### src/hw/rtl/lrt_pkg.sv
// Shared types and constants for the RTP receiver loss tracker.
package lrt_pkg;

   // Transaction kinds on the request channel
   localparam logic OP_PACKET = 1'b0;
   localparam logic OP_REPORT = 1'b1;

   // Packet qualification and sequence arithmetic
   localparam logic [15:0] MIN_PKT_LEN = 16'd12;
   localparam logic [15:0] WRAP_LIMIT  = 16'hFFF0;
   localparam logic [15:0] SEQ_MAX     = 16'hFFFF;

   // Fraction-lost divider: one quotient bit per step
   localparam int          FRAC_BITS = 8;
   localparam int          STEP_W    = $clog2(FRAC_BITS);
   localparam logic [STEP_W-1:0] STEP_LAST = STEP_W'(FRAC_BITS - 1);
   localparam logic [7:0]  FRAC_MAX  = 8'hFF;

   // Register file: byte address 4*i, index taken from paddr[2]
   localparam int   CSR_ADDR_W       = 3;
   localparam logic REG_TRACKED_SSRC = 1'b0;

   typedef enum logic [1:0] {
      ST_IDLE,
      ST_DIVIDE,
      ST_HOLD
   } lrt_state_type;

   // Controller to datapath commands
   typedef struct packed {
      logic take_packet;
      logic take_report;
      logic div_step;
      logic load_out;
   } lrt_cmd_type;

   // Datapath to controller status
   typedef struct packed {
      logic out_free;
   } lrt_sts_type;

endpackage

### src/hw/rtl/lrt_ctrl.sv
// Controller state machine: request handshake and fraction divider sequencing.
module lrt_ctrl (
   input  logic                 clock,
   input  logic                 reset,
   input  logic                 req_valid,
   input  logic                 req_op,
   output logic                 req_ready,
   input  lrt_pkg::lrt_sts_type sts,
   output lrt_pkg::lrt_cmd_type cmd
);

   lrt_pkg::lrt_state_type state_ff, state_in;
   logic [lrt_pkg::STEP_W-1:0] step_ff, step_in;

   // State and step counter registers
   always_ff @(posedge clock) begin
      if (reset) begin
         state_ff <= lrt_pkg::ST_IDLE;
         step_ff  <= '0;
      end else begin
         state_ff <= state_in;
         step_ff  <= step_in;
      end
   end

   // Next state and commands
   always_comb begin
      state_in  = state_ff;
      step_in   = step_ff;
      req_ready = 1'b0;
      cmd       = '0;
      case (state_ff)
         lrt_pkg::ST_IDLE: begin
            req_ready = 1'b1;
            step_in   = '0;
            if (req_valid) begin
               if (req_op == lrt_pkg::OP_REPORT) begin
                  cmd.take_report = 1'b1;
                  state_in        = lrt_pkg::ST_DIVIDE;
               end else begin
                  cmd.take_packet = 1'b1;
               end
            end
         end
         lrt_pkg::ST_DIVIDE: begin
            cmd.div_step = 1'b1;
            step_in      = step_ff + lrt_pkg::STEP_W'(1);
            if (step_ff == lrt_pkg::STEP_LAST) begin
               state_in = lrt_pkg::ST_HOLD;
            end
         end
         lrt_pkg::ST_HOLD: begin
            if (sts.out_free) begin
               cmd.load_out = 1'b1;
               state_in     = lrt_pkg::ST_IDLE;
            end
         end
         default: begin
            state_in = lrt_pkg::ST_IDLE;
         end
      endcase
   end

   // A report always starts the divider
   a_report_divides: assert property (@(posedge clock) disable iff (reset)
      cmd.take_report |=> (state_ff == lrt_pkg::ST_DIVIDE && step_ff == '0))
      else $error("report transaction did not start the divider");

   // Divider runs exactly its step count, then waits for the output slot
   a_divide_ends: assert property (@(posedge clock) disable iff (reset)
      (state_ff == lrt_pkg::ST_DIVIDE && step_ff == lrt_pkg::STEP_LAST)
      |=> state_ff == lrt_pkg::ST_HOLD)
      else $error("divider did not finish after the last step");

   // Result is only loaded into a free output slot
   a_load_free: assert property (@(posedge clock) disable iff (reset)
      cmd.load_out |-> sts.out_free)
      else $error("result loaded over a pending response");

endmodule

### src/hw/rtl/lrt_datapath.sv
// Datapath: sequence tracking state, loss counters, fraction divider and response register.
module lrt_datapath (
   input  logic                 clock,
   input  logic                 reset,
   input  lrt_pkg::lrt_cmd_type cmd,
   output lrt_pkg::lrt_sts_type sts,
   input  logic [31:0]          tracked_ssrc,
   input  logic [15:0]          req_packet_length,
   input  logic                 req_version_bit,
   input  logic [31:0]          req_packet_ssrc,
   input  logic [15:0]          req_seq_number,
   output logic                 rsp_valid,
   input  logic                 rsp_ready,
   output logic [7:0]           rsp_loss_fraction,
   output logic [23:0]          rsp_cumulative_lost,
   output logic [31:0]          rsp_ext_highest_seq
);

   // Tracking state
   logic        first_ff, first_in;
   logic [15:0] expected_ff, expected_in;
   logic [15:0] base_ff, base_in;
   logic [15:0] current_ff, current_in;
   logic [31:0] total_ff, total_in;
   logic [31:0] interval_ff, interval_in;
   logic [15:0] cycle_hi_ff, cycle_hi_in;   // cycle offset, upper half (lower half always 0)
   logic        armed_ff, armed_in;
   logic [31:0] ext_ff, ext_in;

   // Report snapshot and divider
   logic [15:0] span_ff, span_in;
   logic [15:0] rem_ff, rem_in;
   logic [7:0]  quot_ff, quot_in;
   logic        zero_ff, zero_in;
   logic        sat_ff, sat_in;
   logic [23:0] cum_ff, cum_in;
   logic [31:0] ext_snap_ff, ext_snap_in;

   // Response register
   logic        rsp_valid_ff, rsp_valid_in;
   logic [7:0]  frac_out_ff, frac_out_in;
   logic [23:0] cum_out_ff, cum_out_in;
   logic [31:0] ext_out_ff, ext_out_in;

   // Packet classification
   logic        pkt_ok;
   logic        seq_ahead;
   logic        seq_behind;
   logic        legacy_skip;
   logic        wrap_gap;
   logic        in_order;
   logic        take_loss;
   logic [15:0] gap;
   logic [15:0] back_dist;
   logic [15:0] seq_next;
   logic [15:0] cycle_hi_new;
   logic [15:0] span_now;
   logic [16:0] rem_dbl;
   logic        rem_ge;

   assign pkt_ok      = (req_packet_length > lrt_pkg::MIN_PKT_LEN) && req_version_bit
                        && (req_packet_ssrc == tracked_ssrc);
   assign seq_ahead   = expected_ff < req_seq_number;
   assign seq_behind  = expected_ff > req_seq_number;
   assign back_dist   = expected_ff - req_seq_number;
   assign legacy_skip = (expected_ff == lrt_pkg::SEQ_MAX) && (req_seq_number == '0);
   assign wrap_gap    = seq_behind && !legacy_skip && (back_dist >= lrt_pkg::WRAP_LIMIT);
   assign in_order    = !seq_ahead && (!seq_behind || legacy_skip);
   assign take_loss   = seq_ahead || wrap_gap;
   assign gap         = req_seq_number - expected_ff;
   assign seq_next    = req_seq_number + 16'd1;
   assign span_now    = current_ff - base_ff;
   assign rem_dbl     = {rem_ff, 1'b0};
   assign rem_ge      = rem_dbl >= {1'b0, span_ff};

   // Cycle offset steps only on a backward in-order sequence while armed
   always_comb begin
      cycle_hi_new = cycle_hi_ff;
      armed_in     = armed_ff;
      if (req_seq_number >= ext_ff[15:0]) begin
         armed_in = 1'b1;
      end else if (armed_ff) begin
         cycle_hi_new = cycle_hi_ff + 16'd1;
         armed_in     = 1'b0;
      end
   end

   // Tracking and report next state
   always_comb begin
      first_in    = first_ff;
      expected_in = expected_ff;
      base_in     = base_ff;
      current_in  = current_ff;
      total_in    = total_ff;
      interval_in = interval_ff;
      cycle_hi_in = cycle_hi_ff;
      ext_in      = ext_ff;
      span_in     = span_ff;
      rem_in      = rem_ff;
      quot_in     = quot_ff;
      zero_in     = zero_ff;
      sat_in      = sat_ff;
      cum_in      = cum_ff;
      ext_snap_in = ext_snap_ff;
      if (cmd.take_packet && pkt_ok) begin
         if (first_ff) begin
            first_in    = 1'b0;
            expected_in = seq_next;
            base_in     = req_seq_number;
            current_in  = req_seq_number;
         end else if (take_loss) begin
            total_in    = total_ff + {16'd0, gap};
            interval_in = interval_ff + {16'd0, gap};
            expected_in = seq_next;
         end else if (in_order) begin
            expected_in = seq_next;
            current_in  = req_seq_number;
            cycle_hi_in = cycle_hi_new;
            ext_in      = {cycle_hi_new, req_seq_number};
         end
      end
      if (cmd.take_report) begin
         span_in     = span_now;
         zero_in     = (span_now == '0);
         sat_in      = interval_ff >= {16'd0, span_now};
         rem_in      = interval_ff[15:0];
         quot_in     = '0;
         cum_in      = total_ff[23:0];
         ext_snap_in = ext_ff;
         interval_in = '0;
         base_in     = current_ff;
      end
      // Restoring division, one quotient bit per step
      if (cmd.div_step) begin
         if (rem_ge) begin
            rem_in  = 16'(rem_dbl - {1'b0, span_ff});
            quot_in = {quot_ff[6:0], 1'b1};
         end else begin
            rem_in  = rem_dbl[15:0];
            quot_in = {quot_ff[6:0], 1'b0};
         end
      end
   end

   // Response register next state
   always_comb begin
      rsp_valid_in = rsp_valid_ff;
      frac_out_in  = frac_out_ff;
      cum_out_in   = cum_out_ff;
      ext_out_in   = ext_out_ff;
      if (rsp_valid_ff && rsp_ready) begin
         rsp_valid_in = 1'b0;
      end
      if (cmd.load_out) begin
         rsp_valid_in = 1'b1;
         cum_out_in   = cum_ff;
         ext_out_in   = ext_snap_ff;
         if (zero_ff) begin
            frac_out_in = '0;
         end else if (sat_ff) begin
            frac_out_in = lrt_pkg::FRAC_MAX;
         end else begin
            frac_out_in = quot_ff;
         end
      end
   end

   // Control and statistics registers
   always_ff @(posedge clock) begin
      if (reset) begin
         first_ff     <= 1'b1;
         expected_ff  <= '0;
         base_ff      <= '0;
         current_ff   <= '0;
         total_ff     <= '0;
         interval_ff  <= '0;
         cycle_hi_ff  <= '0;
         armed_ff     <= 1'b0;
         ext_ff       <= '0;
         rsp_valid_ff <= 1'b0;
      end else begin
         first_ff     <= first_in;
         expected_ff  <= expected_in;
         base_ff      <= base_in;
         current_ff   <= current_in;
         total_ff     <= total_in;
         interval_ff  <= interval_in;
         cycle_hi_ff  <= cycle_hi_in;
         if (cmd.take_packet && pkt_ok && !first_ff && in_order && !take_loss) begin
            armed_ff <= armed_in;
         end
         ext_ff       <= ext_in;
         rsp_valid_ff <= rsp_valid_in;
      end
   end

   // Divider and response payload registers
   always_ff @(posedge clock) begin
      span_ff     <= span_in;
      rem_ff      <= rem_in;
      quot_ff     <= quot_in;
      zero_ff     <= zero_in;
      sat_ff      <= sat_in;
      cum_ff      <= cum_in;
      ext_snap_ff <= ext_snap_in;
      frac_out_ff <= frac_out_in;
      cum_out_ff  <= cum_out_in;
      ext_out_ff  <= ext_out_in;
   end

   assign sts.out_free         = !rsp_valid_ff || rsp_ready;
   assign rsp_valid            = rsp_valid_ff;
   assign rsp_loss_fraction    = frac_out_ff;
   assign rsp_cumulative_lost  = cum_out_ff;
   assign rsp_ext_highest_seq  = ext_out_ff;

   // Partial remainder stays below the divisor while dividing
   a_rem_bound: assert property (@(posedge clock) disable iff (reset)
      (cmd.div_step && !zero_ff && !sat_ff) |-> rem_ff < span_ff)
      else $error("divider remainder out of range");

   // A loaded result is presented on the next cycle
   a_load_valid: assert property (@(posedge clock) disable iff (reset)
      cmd.load_out |=> rsp_valid_ff)
      else $error("loaded result not presented");

   // A report starts a fresh loss interval
   a_interval_clear: assert property (@(posedge clock) disable iff (reset)
      cmd.take_report |=> (interval_ff == '0 && base_ff == $past(current_ff)))
      else $error("report did not start a new interval");

endmodule

### src/hw/rtl/rtp_receiver_loss_tracker.sv
// Top level: register port, controller and datapath of the RTP receiver loss tracker.
//
// Usage:
//   Request channel (req_*): one transaction per RTP header (req_op = packet) or per
//   report request (req_op = report). Packets from the SSRC in the tracked_ssrc
//   register with length over 12 bytes and the version bit set update sequence and
//   loss tracking; all others are dropped.
//   Response channel (rsp_*): one transaction per report, carrying fraction lost,
//   24-bit cumulative loss and the extended highest sequence number.
//   Register port: tracked_ssrc at byte address 0; pready is always high.
// Timing:
//   Packets are accepted back to back.
//   A report passes through acceptance, 8 steps of the bit-serial
//   fraction divider (one quotient bit per step), and a load of the response
//   register once the output slot is free. The response is valid on the following cycle.
//   No request is accepted while the divider runs or waits for the output slot.
// Reset: synchronous, active high; clears all statistics and the register, and the
//   first qualifying packet after reset sets the sequence base.
// Stall: a pending response holds in its register; a following packet is still taken,
//   and a second report waits after its divide until the first response is taken.
module rtp_receiver_loss_tracker (
   input  logic                            clock,
   input  logic                            reset,
   // Request channel
   input  logic                            req_valid,
   output logic                            req_ready,
   input  logic                            req_op,
   input  logic [15:0]                     req_packet_length,
   input  logic                            req_version_bit,
   input  logic [31:0]                     req_packet_ssrc,
   input  logic [15:0]                     req_seq_number,
   // Response channel
   output logic                            rsp_valid,
   input  logic                            rsp_ready,
   output logic [7:0]                      rsp_loss_fraction,
   output logic [23:0]                     rsp_cumulative_lost,
   output logic [31:0]                     rsp_ext_highest_seq,
   // Register port
   input  logic                            psel,
   input  logic                            penable,
   input  logic                            pwrite,
   input  logic [lrt_pkg::CSR_ADDR_W-1:0]  paddr,
   input  logic [31:0]                     pwdata,
   output logic [31:0]                     prdata,
   output logic                            pready
);

   logic [31:0]          tracked_ssrc_ff, tracked_ssrc_in;
   logic                 reg_hit;
   lrt_pkg::lrt_cmd_type cmd;
   lrt_pkg::lrt_sts_type sts;

   // Register decode
   assign reg_hit = (paddr[2] == lrt_pkg::REG_TRACKED_SSRC);
   assign pready  = 1'b1;

   always_comb begin
      tracked_ssrc_in = tracked_ssrc_ff;
      if (psel && penable && pwrite && reg_hit) begin
         tracked_ssrc_in = pwdata;
      end
   end

   always_ff @(posedge clock) begin
      if (reset) begin
         tracked_ssrc_ff <= '0;
      end else begin
         tracked_ssrc_ff <= tracked_ssrc_in;
      end
   end

   // Read back (low address bits ignored)
   assign prdata = reg_hit ? tracked_ssrc_ff : 32'd0;

   lrt_ctrl u_ctrl (
      .clock     (clock),
      .reset     (reset),
      .req_valid (req_valid),
      .req_op    (req_op),
      .req_ready (req_ready),
      .sts       (sts),
      .cmd       (cmd)
   );

   lrt_datapath u_datapath (
      .clock               (clock),
      .reset               (reset),
      .cmd                 (cmd),
      .sts                 (sts),
      .tracked_ssrc        (tracked_ssrc_ff),
      .req_packet_length   (req_packet_length),
      .req_version_bit     (req_version_bit),
      .req_packet_ssrc     (req_packet_ssrc),
      .req_seq_number      (req_seq_number),
      .rsp_valid           (rsp_valid),
      .rsp_ready           (rsp_ready),
      .rsp_loss_fraction   (rsp_loss_fraction),
      .rsp_cumulative_lost (rsp_cumulative_lost),
      .rsp_ext_highest_seq (rsp_ext_highest_seq)
   );

endmodule

### config.mk
export PLATFORM = sky130hd
export DESIGN_NAME = rtp_receiver_loss_tracker
export DESIGN_NICKNAME = d
export VERILOG_FILES = /design/src/hw/rtl/lrt_pkg.sv /design/src/hw/rtl/lrt_ctrl.sv /design/src/hw/rtl/lrt_datapath.sv /design/src/hw/rtl/rtp_receiver_loss_tracker.sv
export SDC_FILE = /design/constraint.sdc
export NUM_CORES = 1
export LEC_CHECK = 0
export BUFFER_PORTS_ARGS = -buffer_cell sky130_fd_sc_hd__buf_2
export CAP_MARGIN = 15
export CORE_MARGIN = 2
export CORE_UTILIZATION = 54
export DETAILED_ROUTE_END_ITERATION = 6
export PLACE_DENSITY = 0.86
export SLEW_MARGIN = 20
export SYNTH_ARGS = -nofsm -noshare
export SYNTH_HDL_FRONTEND = slang
export SYNTH_HIERARCHICAL = 1
export SYNTH_SLANG_ARGS = --single-unit
### constraint.sdc
create_clock -name clock -period 4.5 [get_ports clock]
set_clock_uncertainty 0.2 [all_clocks]
set_input_delay 0.225 -clock clock [delete_from_list [all_inputs] [get_ports clock]]
set_output_delay 0.225 -clock clock [all_outputs]
set_load 0.02 [all_outputs]
==> flow_metrics.py <==
metrics = {
    "die": {
        "die-area_um2": 36600,
        "initial_cell_density_of_the_core": 0.548,
        "io_pins": 207,
        "fp.coreArea_um2": 34500,
        "die_height_um": 191,
        "die_width_um": 191,
        "placementRows": 68,
    },
    "detailed_routing": {
        "route.met3.wl_um": 3930,
        "total_iterations_of_the_first_detailed_routing_run": 6,
        "detail_route.vias_per_cell": 5.91,
        "drt-met1-wl_um": 20300,
        "ant_nets": 0,
        "drt_first_iter_violations": 1232,
        "detailroute.via_count": 15980,
        "top_layer": "met4",
        "post_drt_wl_per_cell_um": 19.2,
        "drt-total-wl_um": 51900,
        "met2_wirelength_um": 25500,
        "drc": 0,
    },
    "logic_synthesis": {
        "synth_cell_type_count": 77,
        "ys_warn_count": 6,
        "dominantRegCellSynth": "dfxtp_1",
        "syn-mean-instance-area_um2": 9.79,
        "synth-async-reset-ratio": 0,
        "sequential_share_of_the_synthesized_area": 0.443,
        "syn-num-nets": 2178,
        "post_synth_inst_count": 1934,
        "ff_latch_count_synth": 338,
        "combined_area_of_all_synthesized_cells_um2": 18900,
        "number_of_enable_flip_flop_cells_after_synthesis": 162,
    },
    "worst_setup_path": {
        "cp_data_required_time_ns": 4.71,
        "worst_setup_path_end_kind": "register",
        "critPathMaxFanout": 5,
        "timing.critical_path.arrival_ns": 4.61,
        "timing.setup.critical_path_class": "reg2reg",
        "r2r_setup_slack_ns": 0.10,
        "worstSetupStartpointType": "register",
    },
    "clocking": {
        "clkSlewWorstSetupHoldPaths_ns": 0.06,
        "cts-buffers-inserted": 36,
        "cts-htree-levels": 2,
        "clock_path_buffers": 3,
        "tritoncts": "done",
        "worst_skew_pair.late_latency_ns": 0.54,
        "cts-root-buf": "clkbuf_16",
        "cts.sink_count": 338,
    },
    "grt": {
        "grt_remaining_overflow": 0,
        "grt_start_max_net_pins": 152,
        "tot_gr_track_use": 0.279,
        "number_of_global_route_vias_before_repair": 15901,
        "antenna_found_initial": 1,
        "grt_first_pass_wirelength_um": 81600,
    },
    "cells_and_area": {
        "final-instance-count-excl-fill": 2702,
        "fin_nets": 2463,
        "syn_to_final_growth_pct": 20.1,
        "drive_above_1_share": 0.181,
    },
    "sta": {
        "max_clock_freq_mhz": 227,
        "hold-worst-slack_ns": 0.0460,
        "shortest_period_the_worst_path_allows_ns": 4.40,
        "slew_hr": 0.323,
        "report.final.hold_viol_count": 0,
        "finalSetupViolations": 0,
        "rsz_0062_raised_after_global_routing": "yes",
        "setup_tns_ns": 0,
        "finalMaxSlewViolations": 0,
        "period_share": 0.977,
        "worst-slew-pin-transition_ns": 1.02,
    },
    "placed_design": {
        "dp_cells": 2582,
        "globalplace.congestion": 0.973,
        "placement.io_buffers": 203,
        "detailedPlacementHpwl_um": 36800,
    },
    "power_and_ir_drop": {
        "power-per-cell-area_nw_per_um2": 332,
        "vdd.ir_drop.worst_v": 0.000238,
        "power_leakage_nw": 8.94,
    },
    "status": {
        "outcome": "finished clean",
    },
    "run": {
        "timing.max_cap.violations": 0,
    },
    "worst_hold_path": {
        "min-delay-path-class": "in2reg",
    },
}
==> kinds of logic after synthesis <==
family / share of synthesized area
other: 0.000198
flip-flops: 0.443
buffers and inverters: 0.0458
multiplexers: 0.0527
adder cells (fa/ha/maj): 0.0918
AND/OR/NAND/NOR: 0.182
XOR/XNOR: 0.0564
AO/OA/AOI/OAI: 0.128
==> per-layer routing <==
| layer | GRT usage | vias to the layer above |
|---|---|---|
| met5 | 0 | - |
| met4 | 0.125 | 0 |
| met3 | 0.0485 | 166 |
| met2 | 0.483 | 769 |
| met1 | 0.338 | 7558 |
| li1 | - | 7487 |
==> repair_timing <==
item	in CTS	in global routing
endpoints found under the setup margin	23	29
setup buffers	0	2
pin swaps	0	12
hold buffers	54	0
hold endpoints to repair	95	0
gates resized for setup	16	40
==> cell type report <==
type | instances | area (um^2)
Fill cell | 2642 | 11800
Clock inverter | 16 | 235
Sequential cell | 338 | 8390
Timing Repair Buffer | 326 | 2120
Inverter | 123 | 462
Multi-Input combinational cell | 1394 | 9930
Antenna cell | 1 | 2.50
Clock buffer | 49 | 1030
Tap cell | 455 | 569
==> where the power goes <==
part           total [W]  switching (W)  internal (W)
combinational    0.00103       0.000602      0.000425
clock            0.00318        0.00127       0.00191
sequential       0.00334      0.0000361       0.00330
total            0.00755        0.00190       0.00564
==> worst max-delay path: stages, from the launching register on <==
cell and delay [ns]:
dfxtp_2 0.36, ha_4 0.14, inv_2 0.04, fa_2 0.33
a21o_1 0.17, a21oi_2 0.19, o21bai_1 0.12, a211o_1 0.28
a31oi_1 0.22, xnor2_1 0.15, ha_1 0.40, buf_6 0.14
nand4_1 0.13, o21ai_1 0.16, o41a_1 0.19, nand4_1 0.13
a31oi_2 0.24, a21o_1 0.27, nand3_2 0.11, mux2_4 0.32
==> Yosys cell counts (all sizes together) (7+ instances only) <==
cell type  number  area [um^2]
and3           22          143
o211ai         11         82.6
a31oi          11         68.8
xnor2          94          823
or2             8         50.1
nor3           24          120
nor2b          49          307
inv           123          462
dfxtp         176         3520
buf            28          215
o21ai          44          220
a211oi         57          428
nor4           21          144
a21o           30          225
o21a           14          105
nand4          47          294
nand3          52          260
a21oi         124          628
o31ai          10         75.1
or4             8         67.6
or3             7         43.8
nor2          196          736
clkbuf         51          191
nand2b         79          494
nand2         113          424
and2           14         87.6
ha            131         1640
nand3b         11         82.6
mux2i          93          931
edfxtp        162         4860
o21bai          8         60.1
xor2           28          245
a2111oi        10          125
==> per-stage QoR <==
step	worst slack, ns	area (um^2)	power [W]	utilization
after detailed placement	-0.188	20700	0.00435	0.599
after global routing	-0.107	22700	0.00779	0.658
after global placement	-0.0299	20700	0.00430	0.599
after floorplan	0.281	18900	0.00403	-
final	0.101	22700	0.00755	0.658
after CTS	0.00715	22600	0.00755	0.653
==> state kept, by name, indices dropped and copies added, names as in the netlist, 2 cells and up <==
register / flops
u_datapath/rem_ff: 16
u_datapath/interval_ff: 32
u_datapath/span_ff: 16
u_datapath/quot_ff: 8
u_datapath/expected_ff: 16
u_datapath/rsp_loss_fraction: 8
u_datapath/ext_snap_ff: 32
u_datapath/total_ff: 24
u_datapath/rsp_cumulative_lost: 24
u_datapath/base_ff: 16
u_datapath/ext_ff: 16
u_datapath/current_ff: 16
u_datapath/cycle_hi_ff: 16
tracked_ssrc_ff: 32
u_datapath/cum_ff: 24
u_ctrl/step_ff: 3
u_ctrl/state_ff: 2
u_datapath/rsp_ext_highest_seq: 32
==> final timing paths <==
check / to / cells past startpoint / start
worst max-delay path: u_datapath/total_ff[17] / 19 / u_datapath/expected_ff[0]
worst min-delay path: u_datapath/current_ff[1] / 5 / req_seq_number[1]
worst max register to register: u_datapath/total_ff[17] / 19 / u_datapath/expected_ff[0]
worst min register to register: u_datapath/rsp_ext_highest_seq[6] / 0 / u_datapath/ext_snap_ff[6]
==> cell usage in the layout (no fill, tap or decap), types with 19 or more instances in the layout <==
cell,n
a211oi_1,57
xor2_1,27
a21oi_1,114
nand2_1,113
edfxtp_1,162
nor3_1,24
buf_4,66
nor2b_1,48
dfxtp_1,174
o21ai_0,39
nor4_1,19
a21o_1,29
nand4_1,47
inv_1,121
xnor2_1,91
ha_1,128
nand3_1,49
dlygate4sd3_1,53
clkbuf_16,37
nand2b_1,79
mux2i_1,93
nor2_1,195
buf_2,202
and3_1,20
Power figures use the tool's default switching activity.
